### src/sv/barcode_damerau_levenshtein_macros.svh
// Assertion macros for the barcode Damerau-Levenshtein block.
// Included by the top level only; depends on nothing else.
`ifndef BARCODE_DAMERAU_LEVENSHTEIN_MACROS_SVH
`define BARCODE_DAMERAU_LEVENSHTEIN_MACROS_SVH

// Same-cycle implication, disabled while reset is asserted.
`define BDL_ASSERT_IMP(lbl, ck, rn, ante, cons, msg) \
    lbl: assert property (@(posedge ck) disable iff (!rn) (ante) |-> (cons)) \
        else $error(msg);

// Next-cycle implication, disabled while reset is asserted.
`define BDL_ASSERT_NXT(lbl, ck, rn, ante, cons, msg) \
    lbl: assert property (@(posedge ck) disable iff (!rn) (ante) |=> (cons)) \
        else $error(msg);

`endif

### src/sv/bdl_pkg.sv
// Shared constants for the barcode Damerau-Levenshtein block.
// Used by the top level; depends on nothing.
package bdl_pkg;

    localparam int SEQ_LEN_DEF     = 16;
    localparam int SYMBOL_BITS_DEF = 2;

    localparam int IN_FIELD_W = 32;   // width of each packed barcode
    localparam int DIST_W     = 5;    // width of the distance field
    localparam int MAXD_W     = 6;    // width of the limit register
    localparam int OUT_W      = 8;    // result tdata, padded to a byte
    localparam int OVER_BIT   = DIST_W;
    localparam int DIST_MAX   = (1 << DIST_W) - 1;

endpackage

### src/sv/bdl_score_mem.sv
// Score matrix storage: one write port and two registered read ports.
// Holds the interior cells of the matrix; no package dependency.
module bdl_score_mem #(
    parameter int DEPTH  = 256,
    parameter int DATA_W = 6
) (
    input  logic                     clk,
    input  logic                     wr_en,
    input  logic [$clog2(DEPTH)-1:0] wr_addr,
    input  logic [DATA_W-1:0]        wr_data,
    input  logic [$clog2(DEPTH)-1:0] rd_addr_a,
    output logic [DATA_W-1:0]        rd_data_a,
    input  logic [$clog2(DEPTH)-1:0] rd_addr_b,
    output logic [DATA_W-1:0]        rd_data_b
);

    logic [DATA_W-1:0] mem [DEPTH];

    always_ff @(posedge clk)
    begin
        if (wr_en)
        begin
            mem[wr_addr] <= wr_data;
        end
    end

    always_ff @(posedge clk)
    begin
        rd_data_a <= mem[rd_addr_a];
        rd_data_b <= mem[rd_addr_b];
    end

endmodule

### src/sv/bdl_cell_unit.sv
// Shared min/add unit that scores one matrix cell per cycle.
// Combinational; used by the top level sequencer, no package dependency.
module bdl_cell_unit #(
    parameter int VAL_W = 6,
    parameter int IDX_W = 5,
    parameter int CNT_W = 4,
    parameter int TW    = 7
) (
    input  logic [VAL_W-1:0] diag,
    input  logic [VAL_W-1:0] left,
    input  logic [VAL_W-1:0] up,
    input  logic [VAL_W-1:0] trans_base,
    input  logic [CNT_W-1:0] ic,          // source row, counted from zero
    input  logic [CNT_W-1:0] jc,          // target column, counted from zero
    input  logic [IDX_W-1:0] row_match,
    input  logic [IDX_W-1:0] col_match,
    input  logic             match,
    output logic [VAL_W-1:0] score
);

    logic [VAL_W-1:0] m_du;
    logic [VAL_W-1:0] m_all;
    logic [TW-1:0]    trans;
    logic [TW-1:0]    subst;
    logic [TW-1:0]    res;

    always_comb
    begin
        m_du  = (diag < up) ? diag : up;
        m_all = (m_du < left) ? m_du : left;
        // Gap cost: (i - row_match - 1) + (j - col_match), both never negative.
        trans = TW'(trans_base) + TW'(ic) - TW'(row_match)
              + TW'(jc) + TW'(1) - TW'(col_match);
        subst = TW'(m_all) + TW'(1);
        if (match)
        begin
            res = (TW'(diag) < trans) ? TW'(diag) : trans;
        end
        else
        begin
            res = (trans < subst) ? trans : subst;
        end
        score = VAL_W'(res);
    end

endmodule

### src/sv/barcode_damerau_levenshtein.sv
// Barcode Damerau-Levenshtein distance, top level: handshake, sequencer,
// limit register. Uses bdl_pkg, bdl_score_mem, bdl_cell_unit and the macros.
//
// Usage:
//   The s_* channel takes one item: the source barcode in s_tdata[31:0] and
//   the target barcode in s_tdata[63:32], symbol k in bits of k times the
//   symbol width. The m_* channel returns one item per input item: the
//   distance in m_tdata[4:0] (saturated at 31) and the over-limit flag in
//   m_tdata[5]. cfg_wr_en with cfg_wr_data writes the distance limit; zero
//   turns the limit check off. Write it only while the block is idle.
//   The matrix is scored one cell per cycle by a single min/add unit behind a
//   registered memory read; the final cell score is registered and then loaded
//   into the output register.
//   s_tready is high only while no item is being scored; one item is taken
//   at a time, and a new one may be taken while the previous result waits.
//   If the receiver stalls, the finished result waits in a holding state
//   until the output register is free.
//   Reset clears the sequencer, the output valid and the limit register.
//   The matrix memory needs no clearing: each item writes every interior
//   cell before it reads it, and border cells are generated, not stored.
module barcode_damerau_levenshtein
    import bdl_pkg::*;
#(
    parameter int SEQ_LEN     = SEQ_LEN_DEF,
    parameter int SYMBOL_BITS = SYMBOL_BITS_DEF
) (
    input  logic                    clk,
    input  logic                    rst_n,
    input  logic                    s_tvalid,
    output logic                    s_tready,
    input  logic [2*IN_FIELD_W-1:0] s_tdata,     // src_packed, tgt_packed
    output logic                    m_tvalid,
    input  logic                    m_tready,
    output logic [OUT_W-1:0]        m_tdata,     // distance, over_limit, zero pad
    input  logic                    cfg_wr_en,
    input  logic [MAXD_W-1:0]       cfg_wr_data  // max_distance
);

    localparam int NSYM   = 1 << SYMBOL_BITS;
    localparam int CNT_W  = $clog2(SEQ_LEN);
    localparam int IDX_W  = $clog2(SEQ_LEN + 1);
    localparam int VAL_W  = $clog2(2 * SEQ_LEN + 1);
    localparam int TW     = $clog2(4 * SEQ_LEN + 1);
    localparam int DEPTH  = SEQ_LEN * SEQ_LEN;
    localparam int ADDR_W = $clog2(DEPTH);
    localparam int PACK_W = (SEQ_LEN * SYMBOL_BITS > IN_FIELD_W) ?
                            SEQ_LEN * SYMBOL_BITS : IN_FIELD_W;
    localparam int CEIL_V = 2 * SEQ_LEN;

    localparam logic [1:0] ST_IDLE  = 2'd0;
    localparam logic [1:0] ST_RUN   = 2'd1;
    localparam logic [1:0] ST_FLUSH = 2'd2;
    localparam logic [1:0] ST_HOLD  = 2'd3;

    logic [1:0]            state_reg, state_next;
    logic [CNT_W-1:0]      ic_reg, ic_next;
    logic [CNT_W-1:0]      jc_reg, jc_next;
    logic [IDX_W-1:0]      col_match_reg;
    logic [IDX_W-1:0]      last_row_reg [NSYM];
    logic [MAXD_W-1:0]     max_distance_reg;
    logic [IN_FIELD_W-1:0] src_reg;
    logic [IN_FIELD_W-1:0] tgt_reg;
    logic [VAL_W-1:0]      dist_reg;
    logic                  m_tvalid_reg;
    logic [OUT_W-1:0]      m_tdata_reg;

    logic [PACK_W-1:0]      src_ext;
    logic [PACK_W-1:0]      tgt_ext;
    logic [SYMBOL_BITS-1:0] src_sym [SEQ_LEN];
    logic [SYMBOL_BITS-1:0] tgt_sym [SEQ_LEN];

    logic                   accept;
    logic                   issue;
    logic                   row_end;
    logic                   last_cell;
    logic [SYMBOL_BITS-1:0] a_sym;
    logic [SYMBOL_BITS-1:0] b_sym;
    logic                   match;
    logic [IDX_W-1:0]       rm;
    logic [IDX_W-1:0]       cm;
    logic                   up_border;
    logic [VAL_W-1:0]       up_bval;
    logic [ADDR_W-1:0]      up_addr;
    logic                   tr_border;
    logic [VAL_W-1:0]       tr_bval;
    logic [ADDR_W-1:0]      tr_addr;

    // Compute stage, registered from the issue stage.
    logic                  p_valid_reg;
    logic [CNT_W-1:0]      p_ic_reg;
    logic [CNT_W-1:0]      p_jc_reg;
    logic [IDX_W-1:0]      p_rm_reg;
    logic [IDX_W-1:0]      p_cm_reg;
    logic                  p_match_reg;
    logic                  p_up_border_reg;
    logic [VAL_W-1:0]      p_up_bval_reg;
    logic                  p_tr_border_reg;
    logic [VAL_W-1:0]      p_tr_bval_reg;
    logic [VAL_W-1:0]      cell_prev_reg;
    logic [VAL_W-1:0]      up_prev_reg;

    logic [VAL_W-1:0]      rd_up;
    logic [VAL_W-1:0]      rd_tr;
    logic [VAL_W-1:0]      c_up;
    logic [VAL_W-1:0]      c_base;
    logic [VAL_W-1:0]      c_left;
    logic [VAL_W-1:0]      c_diag;
    logic [VAL_W-1:0]      cell_score;
    logic [ADDR_W-1:0]     wr_addr;
    logic                  out_load;
    logic [DIST_W-1:0]     dist_sat;
    logic                  over_limit;

    assign src_ext = PACK_W'(src_reg);
    assign tgt_ext = PACK_W'(tgt_reg);

    for (genvar k = 0; k < SEQ_LEN; k++)
    begin : g_sym
        assign src_sym[k] = src_ext[k*SYMBOL_BITS +: SYMBOL_BITS];
        assign tgt_sym[k] = tgt_ext[k*SYMBOL_BITS +: SYMBOL_BITS];
    end

    assign s_tready  = (state_reg == ST_IDLE);
    assign accept    = s_tvalid && s_tready;
    assign issue     = (state_reg == ST_RUN);
    assign row_end   = (jc_reg == CNT_W'(SEQ_LEN - 1));
    assign last_cell = row_end && (ic_reg == CNT_W'(SEQ_LEN - 1));

    // Issue stage: look up the symbols, the gap table, and the two reads.
    always_comb
    begin
        a_sym = src_sym[ic_reg];
        b_sym = tgt_sym[jc_reg];
        match = (a_sym == b_sym);
        rm    = last_row_reg[b_sym];
        cm    = (jc_reg == '0) ? '0 : col_match_reg;

        // Cell above is a border cell only for the first source row.
        up_border = (ic_reg == '0);
        up_bval   = VAL_W'(jc_reg) + VAL_W'(1);
        up_addr   = ADDR_W'(ic_reg - CNT_W'(1)) * ADDR_W'(SEQ_LEN) + ADDR_W'(jc_reg);

        tr_border = 1'b1;
        tr_bval   = VAL_W'(CEIL_V);
        if (rm == '0 || cm == '0)
        begin
            tr_bval = VAL_W'(CEIL_V);
        end
        else if (rm == IDX_W'(1))
        begin
            tr_bval = VAL_W'(cm) - VAL_W'(1);
        end
        else if (cm == IDX_W'(1))
        begin
            tr_bval = VAL_W'(rm) - VAL_W'(1);
        end
        else
        begin
            tr_border = 1'b0;
        end
        tr_addr = ADDR_W'(rm - IDX_W'(2)) * ADDR_W'(SEQ_LEN)
                + ADDR_W'(cm - IDX_W'(2));
    end

    always_comb
    begin
        state_next = state_reg;
        ic_next    = ic_reg;
        jc_next    = jc_reg;
        out_load   = 1'b0;
        unique case (state_reg)
            ST_IDLE:
            begin
                if (accept)
                begin
                    state_next = ST_RUN;
                    ic_next    = '0;
                    jc_next    = '0;
                end
            end
            ST_RUN:
            begin
                if (row_end)
                begin
                    jc_next = '0;
                    ic_next = ic_reg + CNT_W'(1);
                end
                else
                begin
                    jc_next = jc_reg + CNT_W'(1);
                end
                if (last_cell)
                begin
                    state_next = ST_FLUSH;
                end
            end
            ST_FLUSH:
            begin
                state_next = ST_HOLD;
            end
            ST_HOLD:
            begin
                if (!m_tvalid_reg || m_tready)
                begin
                    out_load   = 1'b1;
                    state_next = ST_IDLE;
                end
            end
            default:
            begin
                state_next = ST_IDLE;
            end
        endcase
    end

    always_ff @(posedge clk or negedge rst_n)
    begin
        if (!rst_n)
        begin
            state_reg        <= ST_IDLE;
            ic_reg           <= '0;
            jc_reg           <= '0;
            col_match_reg    <= '0;
            p_valid_reg      <= 1'b0;
            m_tvalid_reg     <= 1'b0;
            max_distance_reg <= '0;
            for (int s = 0; s < NSYM; s++)
            begin
                last_row_reg[s] <= '0;
            end
        end
        else
        begin
            state_reg   <= state_next;
            ic_reg      <= ic_next;
            jc_reg      <= jc_next;
            p_valid_reg <= issue;
            if (cfg_wr_en)
            begin
                max_distance_reg <= cfg_wr_data;
            end
            if (accept)
            begin
                col_match_reg <= '0;
                for (int s = 0; s < NSYM; s++)
                begin
                    last_row_reg[s] <= '0;
                end
            end
            else if (issue)
            begin
                col_match_reg <= match ? IDX_W'(jc_reg) + IDX_W'(1) : cm;
                // The gap table learns this source row only after the row ends.
                if (row_end)
                begin
                    last_row_reg[a_sym] <= IDX_W'(ic_reg) + IDX_W'(1);
                end
            end
            if (out_load)
            begin
                m_tvalid_reg <= 1'b1;
            end
            else if (m_tready)
            begin
                m_tvalid_reg <= 1'b0;
            end
        end
    end

    always_ff @(posedge clk)
    begin
        if (accept)
        begin
            src_reg <= s_tdata[IN_FIELD_W-1:0];
            tgt_reg <= s_tdata[2*IN_FIELD_W-1:IN_FIELD_W];
        end
        p_ic_reg        <= ic_reg;
        p_jc_reg        <= jc_reg;
        p_rm_reg        <= rm;
        p_cm_reg        <= cm;
        p_match_reg     <= match;
        p_up_border_reg <= up_border;
        p_up_bval_reg   <= up_bval;
        p_tr_border_reg <= tr_border;
        p_tr_bval_reg   <= tr_bval;
        if (p_valid_reg)
        begin
            cell_prev_reg <= cell_score;
            up_prev_reg   <= c_up;
        end
        if (state_reg == ST_FLUSH)
        begin
            dist_reg <= cell_score;
        end
        if (out_load)
        begin
            m_tdata_reg <= OUT_W'({over_limit, dist_sat});
        end
    end

    // Compute stage: first column of a row takes its left and diagonal
    // neighbors from the border rather than from the previous cell.
    always_comb
    begin
        c_up    = p_up_border_reg ? p_up_bval_reg : rd_up;
        c_base  = p_tr_border_reg ? p_tr_bval_reg : rd_tr;
        c_left  = (p_jc_reg == '0) ? VAL_W'(p_ic_reg) + VAL_W'(1) : cell_prev_reg;
        c_diag  = (p_jc_reg == '0) ? VAL_W'(p_ic_reg) : up_prev_reg;
        wr_addr = ADDR_W'(p_ic_reg) * ADDR_W'(SEQ_LEN) + ADDR_W'(p_jc_reg);
    end

    bdl_score_mem #(
        .DEPTH  (DEPTH),
        .DATA_W (VAL_W)
    ) u_mem (
        .clk       (clk),
        .wr_en     (p_valid_reg),
        .wr_addr   (wr_addr),
        .wr_data   (cell_score),
        .rd_addr_a (up_addr),
        .rd_data_a (rd_up),
        .rd_addr_b (tr_addr),
        .rd_data_b (rd_tr)
    );

    bdl_cell_unit #(
        .VAL_W (VAL_W),
        .IDX_W (IDX_W),
        .CNT_W (CNT_W),
        .TW    (TW)
    ) u_cell (
        .diag       (c_diag),
        .left       (c_left),
        .up         (c_up),
        .trans_base (c_base),
        .ic         (p_ic_reg),
        .jc         (p_jc_reg),
        .row_match  (p_rm_reg),
        .col_match  (p_cm_reg),
        .match      (p_match_reg),
        .score      (cell_score)
    );

    assign dist_sat   = (32'(dist_reg) > 32'(DIST_MAX)) ? DIST_W'(DIST_MAX)
                                                        : DIST_W'(dist_reg);
    assign over_limit = (max_distance_reg != '0)
                     && (32'(dist_reg) > 32'(max_distance_reg));

    assign m_tvalid = m_tvalid_reg;
    assign m_tdata  = m_tdata_reg;

`include "barcode_damerau_levenshtein_macros.svh"

    `BDL_ASSERT_NXT(a_busy_after_accept, clk, rst_n, accept,
        !s_tready && state_reg == ST_RUN, "block ready right after taking an item")
    `BDL_ASSERT_IMP(a_flush_last_cell, clk, rst_n, state_reg == ST_FLUSH,
        p_valid_reg && p_ic_reg == CNT_W'(SEQ_LEN - 1)
        && p_jc_reg == CNT_W'(SEQ_LEN - 1), "flush without the last cell in flight")
    `BDL_ASSERT_IMP(a_gap_bounds, clk, rst_n, p_valid_reg,
        p_rm_reg <= IDX_W'(p_ic_reg) && p_cm_reg <= IDX_W'(p_jc_reg),
        "transposition source outside the scored region")
    `BDL_ASSERT_IMP(a_over_needs_limit, clk, rst_n,
        m_tvalid_reg && m_tdata_reg[OVER_BIT],
        max_distance_reg != '0, "over_limit set with the limit disabled")

endmodule
### config.mk
export PLATFORM = sky130hd
export DESIGN_NAME = barcode_damerau_levenshtein
export DESIGN_NICKNAME = d
export VERILOG_FILES = /design/src/sv/bdl_pkg.sv /design/src/sv/bdl_score_mem.sv /design/src/sv/bdl_cell_unit.sv /design/src/sv/barcode_damerau_levenshtein.sv
export VERILOG_INCLUDE_DIRS = /design/src /design/src/sv
export SDC_FILE = /design/constraint.sdc
export NUM_CORES = 2
export LEC_CHECK = 0
export BUFFER_PORTS_ARGS = -buffer_cell sky130_fd_sc_hd__buf_4
export CAP_MARGIN = 10
export CELL_PAD_IN_SITES_DETAIL_PLACEMENT = 1
export CELL_PAD_IN_SITES_GLOBAL_PLACEMENT = 1
export CORE_MARGIN = 1
export CORE_UTILIZATION = 50
export DETAILED_ROUTE_END_ITERATION = 12
export PLACE_DENSITY_LB_ADDON = 0.12
export SLEW_MARGIN = 20
export SYNTH_ARGS = -nofsm -noshare
export SYNTH_HDL_FRONTEND = slang
export SYNTH_SLANG_ARGS = --single-unit
### constraint.sdc
create_clock -name clk -period 16.75 [get_ports clk]
set_input_delay 4.1875 -clock clk [delete_from_list [all_inputs] [get_ports clk]]
set_output_delay 4.1875 -clock clk [all_outputs]
set_load 0.05 [all_outputs]
# ---- After elaboration in Yosys (flattened, before gate mapping)
# Memory sizes are Yosys's and may differ from the RTL's. A register that Yosys moved wholly into a read port is not among the register bits.
# Cells that the tools add are included.
dict set report word_totals {
  mem_bits_rw 1536
  out_inout_bits 10
  register_bits 163
  mem_count 1
  elab_cells 144
  in_bits 75
}
dict set report classes {
  n_eq_ne 12
  n_bitwise 4
  reduce_logical 23
  add_sub_neg 20
  mux 46
  magnitude_cmp 11
}
# name depth width read_ports rd_clocked_by_memory_dff write_ports line_no
set memory_table {}
lappend memory_table {u_mem.mem 256 6 2 2 1 bdl_score_mem.sv:17} ;# logic [DATA_W-1:0] mem [DEPTH];
# operator n
set ops {}
lappend ops {{2-to-1 mux 6 bit} 11}
lappend ops {{2-to-1 mux 20 bit} 3}
lappend ops {{2-to-1 mux 5 bit} 7}
lappend ops {{adder 4 x 1 -> 5 bit (second input constant)} 4}
lappend ops {{bitwise mux 20 bit} 1}
lappend ops {{adder 8 x 4 -> 8 bit} 2}
lappend ops {{binary-select mux 2 bit (select 4 bit)} 2}
lappend ops {{one-hot mux 4 bit (2 select lines)} 2}
lappend ops {{2-to-1 mux 2 bit} 7}
lappend ops {{subtractor 7 x 5 -> 7 bit} 2}
lappend ops {{logical NOT 4 bit} 3}
lappend ops {{< comparator 6 bit} 2}
lappend ops {{2-to-1 mux 4 bit} 3}
lappend ops {{subtractor 5 x 1 -> 6 bit (second input constant)} 2}
lappend ops {{binary-select mux 5 bit (select 2 bit)} 1}
lappend ops {{demux 5 bit (select 2 bit)} 1}
lappend ops {{== test 5 x 1 -> 1 bit (second input constant)} 2}
lappend ops {{greater-or-equal comparator 5 bit (second input constant)} 2}
lappend ops {{logical NOT 5 bit} 2}
lappend ops {{inverter 4 -> 5 bit} 2}
lappend ops {{adder 4 x 1 -> 4 bit (second input constant)} 2}
lappend ops {{adder 8 bit} 1}
lappend ops {{== test 4 bit (second input constant)} 2}
lappend ops {{one-hot mux 2 bit (4 select lines)} 1}
lappend ops {{29 further kinds} 49}

# ---- Depth between registers and ports, before layout
dict set report depth {
  depth_word 13
  mapped_depth 30
  depth_no_buf 27
}

# ---- Cells and area by module
# From an unflattened synthesis, not the netlist that was laid out.
dict set report hier_totals {
  hier_cells 4728
  area_unflattened_um2 81615.8
}
# mod cells_per_inst area_per_inst_um2 n_inst seq_area_each_um2
set modules_own_cells {}
lappend modules_own_cells {bdl_score_mem 3959 72669.7 1 46364.5}
lappend modules_own_cells {barcode_damerau_levenshtein 534 7134.3 1 4359.2}
lappend modules_own_cells {bdl_cell_unit 235 1811.7 1 0.0}

# ---- Least setup slack after synthesis
# No wires, ideal clock.
dict set report synth_timing {
  path_type {register -> register}
  start {reg p_jc_reg[3]}
  end {reg cell_prev_reg[4] (data pin)}
  arrival_time_ns 15.672
  path_buffers 3
  setup_time_ns 2.263
  setup_slack_ns -1.184
  stages_incl_launch_ff 31
  synth_period_minus_slack_ns 17.934
  required_time_ns 14.487
  path_cell_list {dfxtp_1 -> or4_1 -> buf_2 -> buf_1 -> mux2i_1 -> inv_1 -> ha_1 -> a21oi_1 -> maj3_1 -> o21bai_1 -> or2_0 -> buf_2 -> nor2_1 -> a21oi_1 -> ha_1 -> a21oi_1 -> o21ai_0 -> a211o_1 -> o31ai_1 -> nor2_1 -> nand2_1 -> xnor2_1 -> mux2i_1 -> ha_1 -> nor2_1 -> nor2_1 -> o21ai_0 -> nand3b_1 -> o21ba_2 -> nor2_1 -> a211oi_1}
}
dict set report synth_between {
  elab_chain_cells 10
  word_cells_on_any_way 16
  cone_classes {4 x add/sub; 4 x order compare; 7 x mux; 1 x reduce/logical}
}
# element line_no
set synth_rtl {}
lappend synth_rtl {{start, declared} barcode_damerau_levenshtein.sv:91} ;# logic [CNT_W-1:0] p_jc_reg;
lappend synth_rtl {{start signal, assigned} barcode_damerau_levenshtein.sv:278} ;# p_jc_reg <= jc_reg;
lappend synth_rtl {{logical NOT 4 bit} {barcode_damerau_levenshtein.sv:307, barcode_damerau_levenshtein.sv:308}}
lappend synth_rtl {{2-to-1 mux 6 bit} barcode_damerau_levenshtein.sv:308} ;# c_diag = (p_jc_reg == '0) ? VAL_W'(p_ic_reg) : up_prev_reg;
lappend synth_rtl {{< comparator 6 bit} bdl_cell_unit.sv:29} ;# m_du = (diag < up) ? diag : up;
lappend synth_rtl {{2-to-1 mux 6 bit} bdl_cell_unit.sv:29}
lappend synth_rtl {{< comparator 6 bit} bdl_cell_unit.sv:30} ;# m_all = (m_du < left) ? m_du : left;
lappend synth_rtl {{2-to-1 mux 6 bit} bdl_cell_unit.sv:30}
lappend synth_rtl {{adder 6 x 1 -> 7 bit} bdl_cell_unit.sv:34} ;# subst = TW'(m_all) + TW'(1);
lappend synth_rtl {{< comparator 7 bit} bdl_cell_unit.sv:41} ;# res = (trans < subst) ? trans : subst;
lappend synth_rtl {{2-to-1 mux 6 bit} bdl_cell_unit.sv:41}
lappend synth_rtl {{2-to-1 mux 6 bit *} bdl_cell_unit.sv:35} ;# if (match)
lappend synth_rtl {{net cell_score[4]} barcode_damerau_levenshtein.sv:108} ;# logic [VAL_W-1:0] cell_score;
lappend synth_rtl {{end signal, assigned} barcode_damerau_levenshtein.sv:288} ;# cell_prev_reg <= cell_score;
lappend synth_rtl {{end, declared} barcode_damerau_levenshtein.sv:99} ;# logic [VAL_W-1:0] cell_prev_reg;
# Mark *: on every way through the listed nets, which the timed path passes. The rest lies on a longest branch.
# A chain may end at the register's enable or synchronous reset.

# ---- Worst setup path in the final report
dict set report layout_timing {
  start {reg p_jc_reg[0]}
  end {mem u_mem.mem[12][4] (data pin)}
}
dict set report layout_between {
  elab_chain_cells 10
  word_cells_on_any_way 16
  cone_classes {4 x add/sub; 4 x order compare; 7 x mux; 1 x reduce/logical}
}
# element line_no
set layout_rtl {}
lappend layout_rtl {{logical NOT 4 bit} {barcode_damerau_levenshtein.sv:307, barcode_damerau_levenshtein.sv:308}}
lappend layout_rtl {{2-to-1 mux 6 bit} barcode_damerau_levenshtein.sv:308}
lappend layout_rtl {{< comparator 6 bit} bdl_cell_unit.sv:29}
lappend layout_rtl {{2-to-1 mux 6 bit} bdl_cell_unit.sv:29}
lappend layout_rtl {{< comparator 6 bit} bdl_cell_unit.sv:30}
lappend layout_rtl {{2-to-1 mux 6 bit} bdl_cell_unit.sv:30}
lappend layout_rtl {{adder 6 x 1 -> 7 bit} bdl_cell_unit.sv:34}
lappend layout_rtl {{< comparator 7 bit} bdl_cell_unit.sv:41}
lappend layout_rtl {{2-to-1 mux 6 bit} bdl_cell_unit.sv:41}
lappend layout_rtl {{2-to-1 mux 6 bit *} bdl_cell_unit.sv:35}
lappend layout_rtl {{net cell_score[4]} barcode_damerau_levenshtein.sv:108}
lappend layout_rtl {{end, declared} bdl_score_mem.sv:17}
# Marks and branches as above.

==> run_results.csv <==
group,metric,value,unit
grt,grt_overflow,0,
timing,worstMarginPinSlew,1.274,ns
worst_setup_path,rr_endpoint,"u_mem.mem[12][4]",
routing,wl_per_cell,39.81,um
final_layout,fin_nets,4629,
final_layout,nFillCells,13965,
timing,finalHoldViolCount,0,
grt,met2_usage,50.38,%
worst_setup_path,end_kind,"flop",
grt,track_usage,33.01,%
timing,slew_headroom,14.79,%
timing,skew,0.03482,ns
run,drv_cap,0,
timing,hold_slack,0.5268,ns
synth,avgSynthCellArea,17.85,um^2
place,routabilityCongestion,0.8876,
synth,yosysTopAreaCell,"edfxtp_1",
worst_setup_path,rr_startpoint,"p_jc_reg[0]",
timing,drv_slew,0,
place,portBuffers,82,
hold_path,hold_path_end,"last_row_reg[19]",
worst_setup_path,critPathMaxStageDelay,0.91,ns
routing,first_iter_violations,6902,
timing,fin_setup_tns,0,ns
routing,antenna_left,0,
timing,fin_crit_sh,54.65,%
floorplan,fp.dieH,402.4,um
synth,synthTopCellsByCount,"edfxtp_1 (1,624), mux4_2 (740), nor2_1 (318)",
synth,synth-warning-count,0,
synth,post_synth_num_cell_types,86,
clock_tree,post_cts_buffers,0,
synth,synth_top_area_share,60.84,%
clock_tree,clock_latency,0.82,ns
clock_tree,cts_made_buffers,181,
final_layout,layout-drive-gt1-share,27.55,%
floorplan,initial_core_util,50.49,%
worst_setup_path,path_class,"flop to flop",
worst_setup_path,r2r_setup_slack,7.60,ns
worst_setup_path,worstPathMaxFanout,97,
timing,rsz0062_at_grt,"false",
grt,use_met3,8.557,%
clock_tree,clock_sinks,1711,
synth,yosysMostFrequentCell,"edfxtp_1",
final_layout,top_register,"u_mem.mem",
synth,synth-seq-cells,1711,
hold_path,hold_class,"flop to flop",
hold_path,hold_depth,2,
status,status,"finished clean",
clock_tree,cts_max_level,4,
synth,syn_inst,4491,
floorplan,core-area,0.1587,mm^2
synth,async_flop_share,2.513,%
routing,wirelength,266900,um
timing,fmax,0.1093,GHz
grt,antenna_found_initial,23,
hold_path,min-delay-start,"last_row_reg[19]",
worst_setup_path,required,17.18,ns
synth,netlist_area,0.08016,mm^2
grt,grt_pass1_wl,378000,um
routing,num_vias,49056,
synth,synth_area_leaders,"edfxtp_1 (61%), mux4_2 (21%), o221ai_1 (2.1%)",
timing,fin_crit,9.153,ns
worst_setup_path,cp-start-kind,"flop",
place,placedCellCount,6367,
clock_tree,post_cts_resized,0,
grt,grt_pass1_vias,49826,
floorplan,die_w,402.4,um
routing,first_pass_iters,6,
routing,drc,0,
synth,synth_edf_count,1624,
final_layout,stdcell_count,6703,
floorplan,dieArea,0.1619,mm^2
clock_tree,path_clk_slew,0.06,ns
final_layout,syn2layout_area_growth,10.57,%
clock_tree,clockBufferDepth,3,
grt,grtUsageMet1,45.53,%
worst_setup_path,crit_path_frequent_cell,"nor2_1",
timing,setup_viol,0,
worst_setup_path,reg2regPathDepth,29,
final_layout,largest_register_ffs,1536,
routing,routed_via_density,7.319,
grt,grt_max_degree,158,
worst_setup_path,slowest_stage,"or4_1",
clock_tree,root_buffer,"clkbuf_16",
synth,synth_ff_type,"edfxtp_1",
grt,top_usage_layer,"met2",
synth,seq_area_frac_synth,63.28,%
worst_setup_path,cp_data_arrival_time,9.58,ns
place,place_hpwl,162200,um
floorplan,num_rows,146,
clock_tree,cts_tree,"built",
floorplan,ioPinCount,85,
clock_tree,postCtsHoldBufs,0,
worst max-delay path: cells and delay by family, from the launching register on:
family,cells,cell delay (ns)
flops,1,0.46
mux,1,0.34
buf+inv,2,1.42
xor+xnor,1,0.06
simple gates,11,2.48
compound gates,10,2.45
fa+ha+maj,4,1.29
layout make-up:
cell class	count	area, um^2	area share (%)
antenna	7	17.52	0.01976
clock buffer	227	4871	5.496
clock inverter	98	889.6	1.004
inverter	71	281.5	0.3176
multi-input combinational	2319	27640	31.18
sequential	1711	50740	57.25
tap	2072	2592	2.925
timing repair buffer	198	1599	1.804
cell families (layout without fill, tap and decap cells):
| logic type | Yosys count | in the layout | share of synthesized area [%] |
|---|---|---|---|
| AO/OA/AOI/OAI | 907 | 907 | 8.212 |
| AND/OR/NAND/NOR | 501 | 501 | 2.663 |
| adder cells (fa/ha/maj) | 74 | 74 | 1.280 |
| flip-flops | 1711 | 1711 | 63.28 |
| XOR/XNOR | 34 | 34 | 0.3809 |
| multiplexers | 801 | 801 | 21.66 |
| other | 1 | 9 | 0.004678 |
| buffers and inverters | 462 | 594 | 2.516 |
cells in the final DEF, fill, tap and decap left out, types with 57 or more instances in the layout:
master and count:
buf_4 183, o22ai_1 194, a221oi_1 94, mux4_2 740, ha_1 57, clkbuf_16 188
o21ai_1 78, o21ai_0 139, nand2_1 67, edfxtp_1 1624, o221ai_1 188, a22o_1 106
nor2_1 316, inv_1 68
metrics by stage:
stage	utilization, %	setup slack (ns)	instance area, um^2
after global routing	55.82	7.163	88610
after floorplan	-	3.509	80170
final	55.83	7.597	88630
after global placement	52.09	8.108	82690
after CTS	55.77	7.883	88530
after detailed placement	52.14	7.923	82770
metal layers:
metal	wire, um	share of wire, %	up-vias
li1	-	-	19191
met1	102100	38	26175
met2	123900	46	3115
met3	29130	11	559
met4	11660	4.4	16
met5	110	0.041	-
worst max-delay path by stage:
stage / from / end / slack (ns) / depth (start not counted)
5_1_grt: p_jc_reg[0] / u_mem.mem[15][4] / 7.16 / 29
3_5_place_dp: p_jc_reg[0] / u_mem.mem[107][1] / 7.92 / 29
6_report: p_jc_reg[0] / u_mem.mem[12][4] / 7.60 / 29
3_3_place_gp: p_jc_reg[1] / u_mem.mem[106][1] / 8.11 / 29
4_1_cts: p_jc_reg[0] / u_mem.mem[109][1] / 7.88 / 29
2_1_floorplan: p_jc_reg[3] / cell_prev_reg[1] / 3.51 / 30
Power is not shown: default switching activity piles up to over one toggle a cycle in this logic, so the estimate is an artifact.
